--- src/msu5_pkg.sv ---
// Shared constants, types and the cell pattern function of the 5x mask upscaler.
package msu5_pkg;

    localparam int CFG_W          = 11;
    localparam int CFG_IDX_W      = 1;
    localparam int COORD_W        = 10;
    localparam int BLOCK_N        = 5;
    localparam int CELLS_W        = BLOCK_N * BLOCK_N;
    localparam int MAX_WIDTH_DEF  = 1024;
    localparam int MAX_HEIGHT_DEF = 1024;
    localparam int QUEUE_DEPTH    = 4;

    localparam logic [CFG_IDX_W-1:0] REG_IMAGE_WIDTH  = 1'b0;
    localparam logic [CFG_IDX_W-1:0] REG_IMAGE_HEIGHT = 1'b1;

    localparam logic [CFG_W-1:0] IMAGE_WIDTH_RST  = 11'd1024;
    localparam logic [CFG_W-1:0] IMAGE_HEIGHT_RST = 11'd1024;

    typedef struct packed {
        logic pad;       // item belongs to the flush row
        logic last_col;  // last column of its row
        logic below;     // incoming pixel, forced empty in the flush row
    } item_flags_t;

    // 5x5 block for one source pixel from its center and four neighbors.
    function automatic logic [CELLS_W-1:0] make_cells(
        input logic c,
        input logic l,
        input logic r,
        input logic u,
        input logic d
    );
        int kol;
        int x;
        int y;
        int val;
        int ax;
        int ay;
        logic paral;
        logic [CELLS_W-1:0] res;
        kol   = int'(l) + int'(r) + int'(u) + int'(d);
        paral = (l && r) || (u && d);
        x     = r ? BLOCK_N : 0;
        y     = d ? BLOCK_N : 0;
        res   = '0;
        for (int dy = 0; dy < BLOCK_N; dy++) begin
            for (int dx = 0; dx < BLOCK_N; dx++) begin
                ax  = (x > dx) ? (x - dx) : (dx - x);
                ay  = (y > dy) ? (y - dy) : (dy - y);
                val = ax + ay;
                if (x == y) begin
                    if (x == BLOCK_N)
                        val = val - 1;
                    else
                        val = val + 1;
                end
                if (val <= 4)
                    res[dy * BLOCK_N + dx] = 1'b1;
            end
        end
        if (c || kol > 2 || (kol == 2 && paral))
            return '1;
        if (kol < 2)
            return '0;
        return res;
    endfunction

endpackage

--- src/msu5_front.sv ---
// Front end: accepts pixels, tracks raster position and classifies each item.
module msu5_front #(
    parameter int MAX_WIDTH  = msu5_pkg::MAX_WIDTH_DEF,
    parameter int MAX_HEIGHT = msu5_pkg::MAX_HEIGHT_DEF
) (
    input  logic                              clk,
    input  logic                              rst_n,
    input  logic                              in_valid,
    output logic                              in_stall,
    input  logic                              solid,
    input  logic                              frame_start,
    input  logic [$clog2(MAX_WIDTH+1)-1:0]    width_eff,
    input  logic [$clog2(MAX_HEIGHT+1)-1:0]   height_eff,
    input  logic                              queue_full,
    input  logic                              clear_busy,
    output logic                              push,
    output logic [$clog2(MAX_WIDTH)-1:0]      push_col,
    output logic [$clog2(MAX_HEIGHT+1)-1:0]   push_row,
    output msu5_pkg::item_flags_t             push_flags
);
    import msu5_pkg::*;

    localparam int CW  = $clog2(MAX_WIDTH);
    localparam int RW  = $clog2(MAX_HEIGHT + 1);
    localparam int WEW = $clog2(MAX_WIDTH + 1);

    logic [CW-1:0]  col_reg;
    logic [CW-1:0]  col_next;
    logic [RW-1:0]  row_reg;
    logic [RW-1:0]  row_next;
    logic [CW-1:0]  col;
    logic [RW-1:0]  row;
    logic [WEW:0]   col_plus;
    logic           pad;
    logic           last_col;

    assign in_stall = queue_full || clear_busy;
    assign push     = in_valid && !in_stall;

    // frame_start puts this item at the origin
    assign col      = frame_start ? '0 : col_reg;
    assign row      = frame_start ? '0 : row_reg;
    assign col_plus = (WEW + 1)'(col) + 1'b1;
    assign pad      = row >= height_eff;
    assign last_col = col_plus >= (WEW + 1)'(width_eff);

    assign push_col        = col;
    assign push_row        = row;
    assign push_flags.pad      = pad;
    assign push_flags.last_col = last_col;
    assign push_flags.below    = pad ? 1'b0 : solid;

    always_comb
    begin
        col_next = col_reg;
        row_next = row_reg;
        if (push)
        begin
            if (last_col)
            begin
                col_next = '0;
                row_next = pad ? '0 : row + 1'b1;
            end
            else
            begin
                col_next = col + 1'b1;
                row_next = row;
            end
        end
    end

    always_ff @(posedge clk or negedge rst_n)
    begin
        if (!rst_n)
        begin
            col_reg <= '0;
            row_reg <= '0;
        end
        else
        begin
            col_reg <= col_next;
            row_reg <= row_next;
        end
    end

endmodule

--- src/msu5_queue.sv ---
// Short FIFO between the front end and the back end.
module msu5_queue #(
    parameter int WIDTH = 8,
    parameter int DEPTH = msu5_pkg::QUEUE_DEPTH
) (
    input  logic             clk,
    input  logic             rst_n,
    input  logic             push,
    input  logic [WIDTH-1:0] push_data,
    output logic             full,
    input  logic             pop,
    output logic             head_valid,
    output logic [WIDTH-1:0] head_data
);
    import msu5_pkg::*;

    localparam int PW = $clog2(DEPTH);
    localparam int NW = $clog2(DEPTH + 1);

    logic [WIDTH-1:0] slot_mem [DEPTH];
    logic [PW-1:0]    wr_ptr_reg;
    logic [PW-1:0]    rd_ptr_reg;
    logic [NW-1:0]    count_reg;

    assign full       = count_reg == NW'(DEPTH);
    assign head_valid = count_reg != '0;
    assign head_data  = slot_mem[rd_ptr_reg];

    always_ff @(posedge clk)
    begin
        if (push)
            slot_mem[wr_ptr_reg] <= push_data;
    end

    always_ff @(posedge clk or negedge rst_n)
    begin
        if (!rst_n)
        begin
            wr_ptr_reg <= '0;
            rd_ptr_reg <= '0;
            count_reg  <= '0;
        end
        else
        begin
            if (push)
                wr_ptr_reg <= (wr_ptr_reg == PW'(DEPTH - 1)) ? '0 : wr_ptr_reg + 1'b1;
            if (pop)
                rd_ptr_reg <= (rd_ptr_reg == PW'(DEPTH - 1)) ? '0 : rd_ptr_reg + 1'b1;
            if (push && !pop)
                count_reg <= count_reg + 1'b1;
            else if (pop && !push)
                count_reg <= count_reg - 1'b1;
        end
    end

    a_no_overfill: assert property (@(posedge clk) disable iff (!rst_n)
        count_reg <= NW'(DEPTH))
        else $error("queue holds more than its depth");

    a_pop_nonempty: assert property (@(posedge clk) disable iff (!rst_n)
        pop |-> count_reg != '0)
        else $error("pop from empty queue");

    a_push_counts: assert property (@(posedge clk) disable iff (!rst_n)
        push && !pop |=> count_reg == $past(count_reg) + 1'b1)
        else $error("push lost");

endmodule

--- src/msu5_back.sv ---
// Back end: row stores, neighbor fetch with forwarding, cell pattern and output register.
module msu5_back #(
    parameter int MAX_WIDTH  = msu5_pkg::MAX_WIDTH_DEF,
    parameter int MAX_HEIGHT = msu5_pkg::MAX_HEIGHT_DEF
) (
    input  logic                                clk,
    input  logic                                rst_n,
    input  logic                                head_valid,
    input  logic [$clog2(MAX_WIDTH)-1:0]        head_col,
    input  logic [$clog2(MAX_HEIGHT+1)-1:0]     head_row,
    input  msu5_pkg::item_flags_t               head_flags,
    output logic                                pop,
    output logic                                clear_busy,
    output logic                                out_valid,
    input  logic                                out_stall,
    output logic [msu5_pkg::COORD_W-1:0]        block_col,
    output logic [msu5_pkg::COORD_W-1:0]        block_row,
    output logic [msu5_pkg::CELLS_W-1:0]        cells,
    output logic                                frame_done
);
    import msu5_pkg::*;

    localparam int CW = $clog2(MAX_WIDTH);
    localparam int RW = $clog2(MAX_HEIGHT + 1);

    // row stores; the middle row has two read ports (column and column + 1)
    logic mid_a_mem [MAX_WIDTH];
    logic mid_b_mem [MAX_WIDTH];
    logic old_mem   [MAX_WIDTH];

    logic              clear_busy_reg;
    logic [CW-1:0]     clear_cnt_reg;

    logic              b2_valid_reg;
    logic [CW-1:0]     b2_col_reg;
    logic [RW-1:0]     b2_row_reg;
    item_flags_t       b2_flags_reg;
    logic              mid_c_reg;
    logic              mid_r_reg;
    logic              old_reg;

    logic              fwd_valid_reg;
    logic [CW-1:0]     fwd_col_reg;
    logic              fwd_below_reg;
    logic              fwd_center_reg;
    logic              left_reg;

    logic              out_valid_reg;
    logic [COORD_W-1:0] block_col_reg;
    logic [COORD_W-1:0] block_row_reg;
    logic [CELLS_W-1:0] cells_reg;
    logic              frame_done_reg;

    logic              load;
    logic              b2_emit;
    logic              b2_leave;
    logic [CW-1:0]     rd_r_addr;
    logic [CW:0]       col_plus;
    logic              hit_c;
    logic              hit_r;
    logic              center;
    logic              left;
    logic              right;
    logic              up;
    logic [CELLS_W-1:0] cells_next;
    logic              mem_we;
    logic [CW-1:0]     mem_addr;
    logic              mem_mid_d;
    logic              mem_old_d;

    assign clear_busy = clear_busy_reg;

    assign b2_emit  = b2_row_reg != '0;
    assign b2_leave = b2_valid_reg && (!b2_emit || !out_valid_reg || !out_stall);
    assign load     = head_valid && !clear_busy_reg && (!b2_valid_reg || b2_leave);
    assign pop      = load;
    assign rd_r_addr = head_col + 1'b1;

    // the item leaving at the load edge wrote nothing visible yet: forward it
    assign col_plus = (CW + 1)'(b2_col_reg) + 1'b1;
    assign hit_c    = fwd_valid_reg && (fwd_col_reg == b2_col_reg);
    assign hit_r    = fwd_valid_reg && ((CW + 1)'(fwd_col_reg) == col_plus);

    assign center = hit_c ? fwd_below_reg : mid_c_reg;
    assign left   = (b2_col_reg == '0) ? 1'b0 : left_reg;
    assign right  = (!b2_flags_reg.last_col && col_plus < (CW + 1)'(MAX_WIDTH))
                    ? (hit_r ? fwd_below_reg : mid_r_reg) : 1'b0;
    assign up     = (b2_row_reg >= RW'(2)) ? (hit_c ? fwd_center_reg : old_reg) : 1'b0;

    assign cells_next = make_cells(center, left, right, up, b2_flags_reg.below);

    assign mem_we    = clear_busy_reg || b2_leave;
    assign mem_addr  = clear_busy_reg ? clear_cnt_reg : b2_col_reg;
    assign mem_mid_d = clear_busy_reg ? 1'b0 : b2_flags_reg.below;
    assign mem_old_d = clear_busy_reg ? 1'b0 : center;

    always_ff @(posedge clk)
    begin
        if (mem_we)
        begin
            mid_a_mem[mem_addr] <= mem_mid_d;
            mid_b_mem[mem_addr] <= mem_mid_d;
            old_mem[mem_addr]   <= mem_old_d;
        end
        if (load)
        begin
            mid_c_reg <= mid_a_mem[head_col];
            mid_r_reg <= mid_b_mem[rd_r_addr];
            old_reg   <= old_mem[head_col];
        end
    end

    always_ff @(posedge clk)
    begin
        if (load)
        begin
            b2_col_reg     <= head_col;
            b2_row_reg     <= head_row;
            b2_flags_reg   <= head_flags;
            fwd_col_reg    <= b2_col_reg;
            fwd_below_reg  <= b2_flags_reg.below;
            fwd_center_reg <= center;
        end
        if (b2_leave && b2_emit)
        begin
            block_col_reg  <= COORD_W'(b2_col_reg);
            block_row_reg  <= COORD_W'(RW'(b2_row_reg - 1'b1));
            cells_reg      <= cells_next;
            frame_done_reg <= b2_flags_reg.pad && b2_flags_reg.last_col;
        end
    end

    always_ff @(posedge clk or negedge rst_n)
    begin
        if (!rst_n)
        begin
            clear_busy_reg <= 1'b1;
            clear_cnt_reg  <= '0;
            b2_valid_reg   <= 1'b0;
            fwd_valid_reg  <= 1'b0;
            left_reg       <= 1'b0;
            out_valid_reg  <= 1'b0;
        end
        else
        begin
            if (clear_busy_reg)
            begin
                clear_cnt_reg <= clear_cnt_reg + 1'b1;
                if (clear_cnt_reg == CW'(MAX_WIDTH - 1))
                    clear_busy_reg <= 1'b0;
            end

            if (load)
                b2_valid_reg <= 1'b1;
            else if (b2_leave)
                b2_valid_reg <= 1'b0;

            if (load)
                fwd_valid_reg <= b2_leave;
            else if (b2_leave)
                fwd_valid_reg <= 1'b0;

            if (b2_leave)
                left_reg <= center;

            if (b2_leave && b2_emit)
                out_valid_reg <= 1'b1;
            else if (!out_stall)
                out_valid_reg <= 1'b0;
        end
    end

    assign out_valid  = out_valid_reg;
    assign block_col  = block_col_reg;
    assign block_row  = block_row_reg;
    assign cells      = cells_reg;
    assign frame_done = frame_done_reg;

    a_clear_holds_items: assert property (@(posedge clk) disable iff (!rst_n)
        clear_busy_reg |-> !b2_valid_reg)
        else $error("item in flight during store clear");

    a_fwd_needs_item: assert property (@(posedge clk) disable iff (!rst_n)
        fwd_valid_reg |-> b2_valid_reg)
        else $error("forwarding armed without an item");

    a_no_overwrite: assert property (@(posedge clk) disable iff (!rst_n)
        out_valid_reg && out_stall |-> !(b2_leave && b2_emit))
        else $error("held result overwritten");

endmodule

--- src/mask_upscale_5x_smooth_unit.sv ---
// Top level of the 5x mask upscaler with corner smoothing.
//
//  channel   direction  handshake            payload
//  --------  ---------  -------------------  ----------------------------------------
//  input     in         in_valid / in_stall  solid, frame_start
//  output    out        out_valid/out_stall  block_col, block_row, cells, frame_done
//  config    in         cfg_write            cfg_index, cfg_data (no read-back)
//
//  One pixel transfer per cycle sustained while out_stall is low; out_valid rises once the pixel
//  that completes a block's neighborhood has passed the queue write at the transfer edge,
//  the store read and the output register.
//  Blocks of row r come out while row r+1 streams in; a trailing row of pad items
//  flushes the last row and carries frame_done on its last block.
//  After reset both row stores are cleared one column per cycle, in_stall high
//  meanwhile; configuration writes are taken at all times.
//  A stall on the output backs up into the queue, then raises in_stall.
module mask_upscale_5x_smooth_unit #(
    parameter int MAX_WIDTH  = msu5_pkg::MAX_WIDTH_DEF,
    parameter int MAX_HEIGHT = msu5_pkg::MAX_HEIGHT_DEF
) (
    input  logic                           clk,
    input  logic                           rst_n,
    input  logic                           cfg_write,
    input  logic [msu5_pkg::CFG_IDX_W-1:0] cfg_index,
    input  logic [msu5_pkg::CFG_W-1:0]     cfg_data,
    input  logic                           in_valid,
    output logic                           in_stall,
    input  logic                           solid,
    input  logic                           frame_start,
    output logic                           out_valid,
    input  logic                           out_stall,
    output logic [msu5_pkg::COORD_W-1:0]   block_col,
    output logic [msu5_pkg::COORD_W-1:0]   block_row,
    output logic [msu5_pkg::CELLS_W-1:0]   cells,
    output logic                           frame_done
);
    import msu5_pkg::*;

    localparam int CW  = $clog2(MAX_WIDTH);
    localparam int RW  = $clog2(MAX_HEIGHT + 1);
    localparam int WEW = $clog2(MAX_WIDTH + 1);
    localparam int FW  = $bits(item_flags_t);
    localparam int QW  = CW + RW + FW;

    logic [CFG_W-1:0] image_width_reg;
    logic [CFG_W-1:0] image_height_reg;
    logic [WEW-1:0]   width_eff;
    logic [RW-1:0]    height_eff;

    logic             queue_full;
    logic             clear_busy;
    logic             push;
    logic [CW-1:0]    push_col;
    logic [RW-1:0]    push_row;
    item_flags_t      push_flags;
    logic             pop;
    logic             head_valid;
    logic [QW-1:0]    head_data;
    logic [CW-1:0]    head_col;
    logic [RW-1:0]    head_row;
    item_flags_t      head_flags;

    // configuration registers
    always_ff @(posedge clk or negedge rst_n)
    begin
        if (!rst_n)
        begin
            image_width_reg  <= IMAGE_WIDTH_RST;
            image_height_reg <= IMAGE_HEIGHT_RST;
        end
        else if (cfg_write)
        begin
            case (cfg_index)
                REG_IMAGE_WIDTH:  image_width_reg  <= cfg_data;
                REG_IMAGE_HEIGHT: image_height_reg <= cfg_data;
                default: ;
            endcase
        end
    end

    // dimensions in use: clamped to 1..MAX
    always_comb
    begin
        if (image_width_reg == '0)
            width_eff = WEW'(1);
        else if (32'(image_width_reg) > MAX_WIDTH)
            width_eff = WEW'(MAX_WIDTH);
        else
            width_eff = WEW'(image_width_reg);

        if (image_height_reg == '0)
            height_eff = RW'(1);
        else if (32'(image_height_reg) > MAX_HEIGHT)
            height_eff = RW'(MAX_HEIGHT);
        else
            height_eff = RW'(image_height_reg);
    end

    msu5_front #(
        .MAX_WIDTH  (MAX_WIDTH),
        .MAX_HEIGHT (MAX_HEIGHT)
    ) u_front (
        .clk         (clk),
        .rst_n       (rst_n),
        .in_valid    (in_valid),
        .in_stall    (in_stall),
        .solid       (solid),
        .frame_start (frame_start),
        .width_eff   (width_eff),
        .height_eff  (height_eff),
        .queue_full  (queue_full),
        .clear_busy  (clear_busy),
        .push        (push),
        .push_col    (push_col),
        .push_row    (push_row),
        .push_flags  (push_flags)
    );

    msu5_queue #(
        .WIDTH (QW),
        .DEPTH (QUEUE_DEPTH)
    ) u_queue (
        .clk        (clk),
        .rst_n      (rst_n),
        .push       (push),
        .push_data  ({push_col, push_row, push_flags}),
        .full       (queue_full),
        .pop        (pop),
        .head_valid (head_valid),
        .head_data  (head_data)
    );

    assign head_col   = head_data[QW-1 -: CW];
    assign head_row   = head_data[FW +: RW];
    assign head_flags = item_flags_t'(head_data[FW-1:0]);

    msu5_back #(
        .MAX_WIDTH  (MAX_WIDTH),
        .MAX_HEIGHT (MAX_HEIGHT)
    ) u_back (
        .clk        (clk),
        .rst_n      (rst_n),
        .head_valid (head_valid),
        .head_col   (head_col),
        .head_row   (head_row),
        .head_flags (head_flags),
        .pop        (pop),
        .clear_busy (clear_busy),
        .out_valid  (out_valid),
        .out_stall  (out_stall),
        .block_col  (block_col),
        .block_row  (block_row),
        .cells      (cells),
        .frame_done (frame_done)
    );

endmodule
--- config.mk ---
export PLATFORM = sky130hd
export DESIGN_NAME = mask_upscale_5x_smooth_unit
export DESIGN_NICKNAME = d
export VERILOG_FILES = /design/src/msu5_pkg.sv /design/src/msu5_front.sv /design/src/msu5_queue.sv /design/src/msu5_back.sv /design/src/mask_upscale_5x_smooth_unit.sv
export SDC_FILE = /design/constraint.sdc
export NUM_CORES = 2
export LEC_CHECK = 0
export ABC_AREA = 1
export BUFFER_PORTS_ARGS = -buffer_cell sky130_fd_sc_hd__buf_2
export CAP_MARGIN = 20
export CORE_MARGIN = 2
export CORE_UTILIZATION = 50
export DETAILED_ROUTE_END_ITERATION = 6
export MAX_ROUTING_LAYER = met4
export PLACE_DENSITY = 0.65
export REMOVE_ABC_BUFFERS = 1
export SYNTH_ARGS = -nofsm -noshare
export SYNTH_HDL_FRONTEND = slang
export SYNTH_SLANG_ARGS = --single-unit
--- constraint.sdc ---
create_clock -name clk -period 40.5 [get_ports clk]
set_clock_uncertainty 0.2 [all_clocks]
set_input_delay 8.1 -clock clk [delete_from_list [all_inputs] [get_ports clk]]
set_output_delay 8.1 -clock clk [all_outputs]
set_load 0.02 [all_outputs]
==> PnR_summary.wiki <==
{| class="wikitable"
! Metric !! Value
|-
| Clock Path Buffers || 3
|-
| Setup Buffers After CTS || 0
|-
| Mapped Area || 0.110 mm²
|-
| Type of destination of the critical path || flop
|-
| Share of synthesized cell area in full adder, half adder and majority cells || 0.00798
|-
| Max-Slew Margin vs Limit || 0.167
|-
| Data arrival time of the critical path || 12420 ps
|-
| Global placer's final weighted congestion || 0.890
|-
| Via count of the routed design || 84255
|-
| Number of placement rows || 172
|-
| Failing checks || DRC
|-
| Number of vias per cell || 6.19
|-
| Largest family of logic cells by synthesized area || simple AND/OR/NAND/NOR gates
|-
| Synth-to-layout area growth || 8.64%
|-
| Number of nets in the finished design || 10630
|-
| Worst-Skew Late Latency || 900 ps
|-
| Xor and xnor fraction of the mapped netlist area || 0.00285
|-
| Tcrit/Tclk final || 0.293
|-
| Number of buffers created by CTS || 236
|-
| Largest fanout on the critical path || 27
|-
| Share of layout cells above drive strength 1 || 0.0715
|-
| First-pass GRT wire length || 497 mm
|-
| Post-synth cell types || 58
|-
| Maximum achievable frequency || 84.2 MHz
|-
| Cells after synthesis || 10951
|-
| Setup ws final || 28620 ps
|-
| Wirelength, routed || 338 mm
|-
| Maximum level of the CTS H-tree || 4
|-
| Largest regs || u_back.mid_b_mem (1024), u_back.old_mem (1024), u_queue.slot_mem (96)
|-
| Worst reg2reg path endpoint || u_back.mid_r_reg$_DFFE_PP_
|-
| Die width || 473 µm
|-
| Number of hold buffers added after CTS || 0
|-
| Maximum Capacitance Violations || 0
|-
| Number of ports placed on the die boundary || 67
|-
| Final setup violation count || 0
|-
| Clock tree root driver cell || clkbuf_16
|-
| Placement-stage worst setup slack || 27720 ps
|-
| Status || finished with violations
|-
| Maximum number of pins on one net before global-route repair || 235
|-
| Count of flip-flops with a built-in enable after synthesis || 2225
|-
| Number of antenna violations at the first check in global routing || 8
|-
| Fraction of the mapped netlist area in compound gates || 0.116
|-
| Final Max Slew Viols || 0
|-
| Number of buffer cells added on primary ports || 66
|-
| Clock sinks || 2290
|-
| DIE AREA || 0.224 mm²
|-
| Area after DPL || 0.112 mm²
|-
| Type of origin of the critical path || input pin
|-
| Post-synthesis share of cell area spent on and, or, nand and nor gates || 0.183
|-
| Category of the most critical setup path || input pin to flop
|-
| CTS tree || done
|-
| Synthesis Warnings || 0
|-
| Terminating pin of the worst hold path || u_front.row_reg[10]$_DFFE_PN0P_
|-
| Transition time at the pin with the least slew margin || 1250 ps
|-
| Critical path's slowest cell || o21ai_0
|-
| Grt ovf || 0
|-
| Gr usage total || 0.305
|-
| Wire length per cell || 24.8 µm
|-
| ANT nets after route || 0
|-
| RSZ-0062 raised after global routing || false
|-
| Hold Crit Start || u_front.row_reg[10]$_DFFE_PN0P_
|-
| Number of placed instances with taps included || 13171
|-
| Proportion of synthesized area in mux cells || 0
|-
| Number of endpoints with negative hold slack in the final report || 0
|-
| Number of remaining DRC errors || 4
|-
| Sequential cell area fraction in the yosys report || 0.622
|-
| Cell-by-cell trace of the critical path || buf_2 -> nor2_1 -> ha_1 -> nand2_1 -> nor3_1 -> nand2_1 -> nor2_1 -> nand3_1 -> nand2_1 -> inv_1 -> ha_1 -> and3_1 -> nand3_1 -> nand3_1 -> clkinv_1 -> o21ai_0 -> inv_1 -> o21ai_0 -> o22ai_1
|-
| Dominant synthesized flop cell || edfxtp_1
|-
| Largest incremental delay on the critical path || 630 ps
|-
| Final cell count without fillers || 13610
|-
| First-pass iteration count of the detailed router || 7
|-
| Number of global-route vias before repair || 80686
|-
| Critical register-to-register path startpoint || u_queue.rd_ptr_reg[0]$_DFFE_PN0P_
|-
| Initial Util || 0.502
|-
| Core area || 0.219 mm²
|-
| Path category of the worst min-delay check || flop to flop
|-
| Async set-reset flop share out of synthesis || 0.0284
|-
| Post-DP HPWL || 179 mm
|-
| Hold path depth || 2
|-
| Launching element of the worst setup path || frame_start
|-
| Total Neg Setup Slack || 0 ps
|-
| Required time reported for the critical path endpoint || 41040 ps
|-
| Final cell area excluding filler cells || 0.120 mm²
|-
| Tmin final || 11880 ps
|-
| Number of storage elements in the synthesis netlist || 2290
|-
| Logic depth of the worst register-to-register path || 21
|-
| Reg-to-reg setup timing slack || 32030 ps
|-
| Commonest non-fill, non-tap cell in the layout || edfxtp_1
|-
| Commonest cells after routing, fill and taps aside || edfxtp_1 (2225), nand3_1 (1576), nor2_1 (1448), nand2_1 (1399), o211ai_1 (922)
|-
| Clock transition at the registers of the reported paths || 60 ps
|-
| Syn avg cell area || 10.0 µm²
|-
| Count of instances resized after the clock tree is built || 0
|-
| Height of the chip || 473 µm
|-
| Initial DRC Count || 11754
|}
==> routing by layer <==
| layer | wire, µm | vias to the layer above | GRT usage | share of wire |
|---|---|---|---|---|
| met2 | 154000 | 4661 | 0.469 | 0.46 |
| li1 | - | 37844 | - | - |
| met4 | 18300 | 0 | 0.148 | 0.054 |
| met5 | 0 | - | - | 0 |
| met1 | 130000 | 40822 | 0.392 | 0.38 |
| met3 | 36100 | 928 | 0.0536 | 0.11 |
==> critical path, delay by kind of cell <==
| kind | cells | cell delay, ps |
|---|---|---|
| compound gates | 3 | 860 |
| buf+inv | 4 | 1030 |
| fa+ha+maj | 2 | 510 |
| simple gates | 10 | 1890 |
==> metrics by stage <==
stage | util | hold slack [ps]
2_1_floorplan | - | 249
3_3_place_gp | 0.510 | 280
3_5_place_dp | 0.511 | 279
4_1_cts | 0.545 | 294
5_1_grt | 0.545 | 310
6_report | 0.545 | 292
==> cell type report <==
cell class	instances	area [µm²]
inverters	929	3520
diodes	3	7.51
repair buffers	248	2050
clock buffers	306	6330
multi-input cells	6837	34500
well taps	2871	3590
clock inverters	126	1110
flip-flops and latches	2290	68400
fillers	18879	99800
==> cells by family after synthesis <==
kind of cell,Yosys count
buffers and inverters,1825
other,2
AOI/OAI and AO/OA,2060
and+or+nand+nor,4673
DFF,2290
xor gates and xnor gates,32
adders and majority gates,69
==> Yosys cell counts (21+ instances only) <==
| cell type | number | area share |
|---|---|---|
| buf_2 | 347 | 0.016 |
| o21ai_0 | 726 | 0.033 |
| nand2_1 | 1403 | 0.048 |
| inv_1 | 909 | 0.031 |
| o22ai_1 | 21 | 0.0012 |
| dfrtp_1 | 62 | 0.014 |
| buf_1 | 125 | 0.0043 |
| nand3_1 | 1596 | 0.073 |
| a21oi_1 | 360 | 0.016 |
| o211ai_1 | 922 | 0.063 |
| buf_4 | 51 | 0.0035 |
| nand4_1 | 24 | 0.0014 |
| clkbuf_1 | 365 | 0.012 |
| or2_2 | 103 | 0.0059 |
| nor3_1 | 43 | 0.0020 |
| ha_1 | 67 | 0.0076 |
| xor2_1 | 21 | 0.0017 |
| edfxtp_1 | 2225 | 0.61 |
| nor2_1 | 1458 | 0.050 |
==> how the worst max path moves through the flow <==
stage / endpoint / slack [ps]
after floorplan: u_back.mid_r_reg$_DFFE_PP_ / -31530
after global placement: u_front.row_reg[9]$_DFFE_PN0P_ / 27680
after detailed placement: u_front.row_reg[9]$_DFFE_PN0P_ / 27720
after CTS: u_front.row_reg[4]$_DFFE_PN0P_ / 28650
after global routing: u_front.row_reg[9]$_DFFE_PN0P_ / 28040
final: u_front.row_reg[3]$_DFFE_PN0P_ / 28620
Power is not shown: default switching activity piles up to over one toggle a cycle in this logic, so the estimate is an artifact.
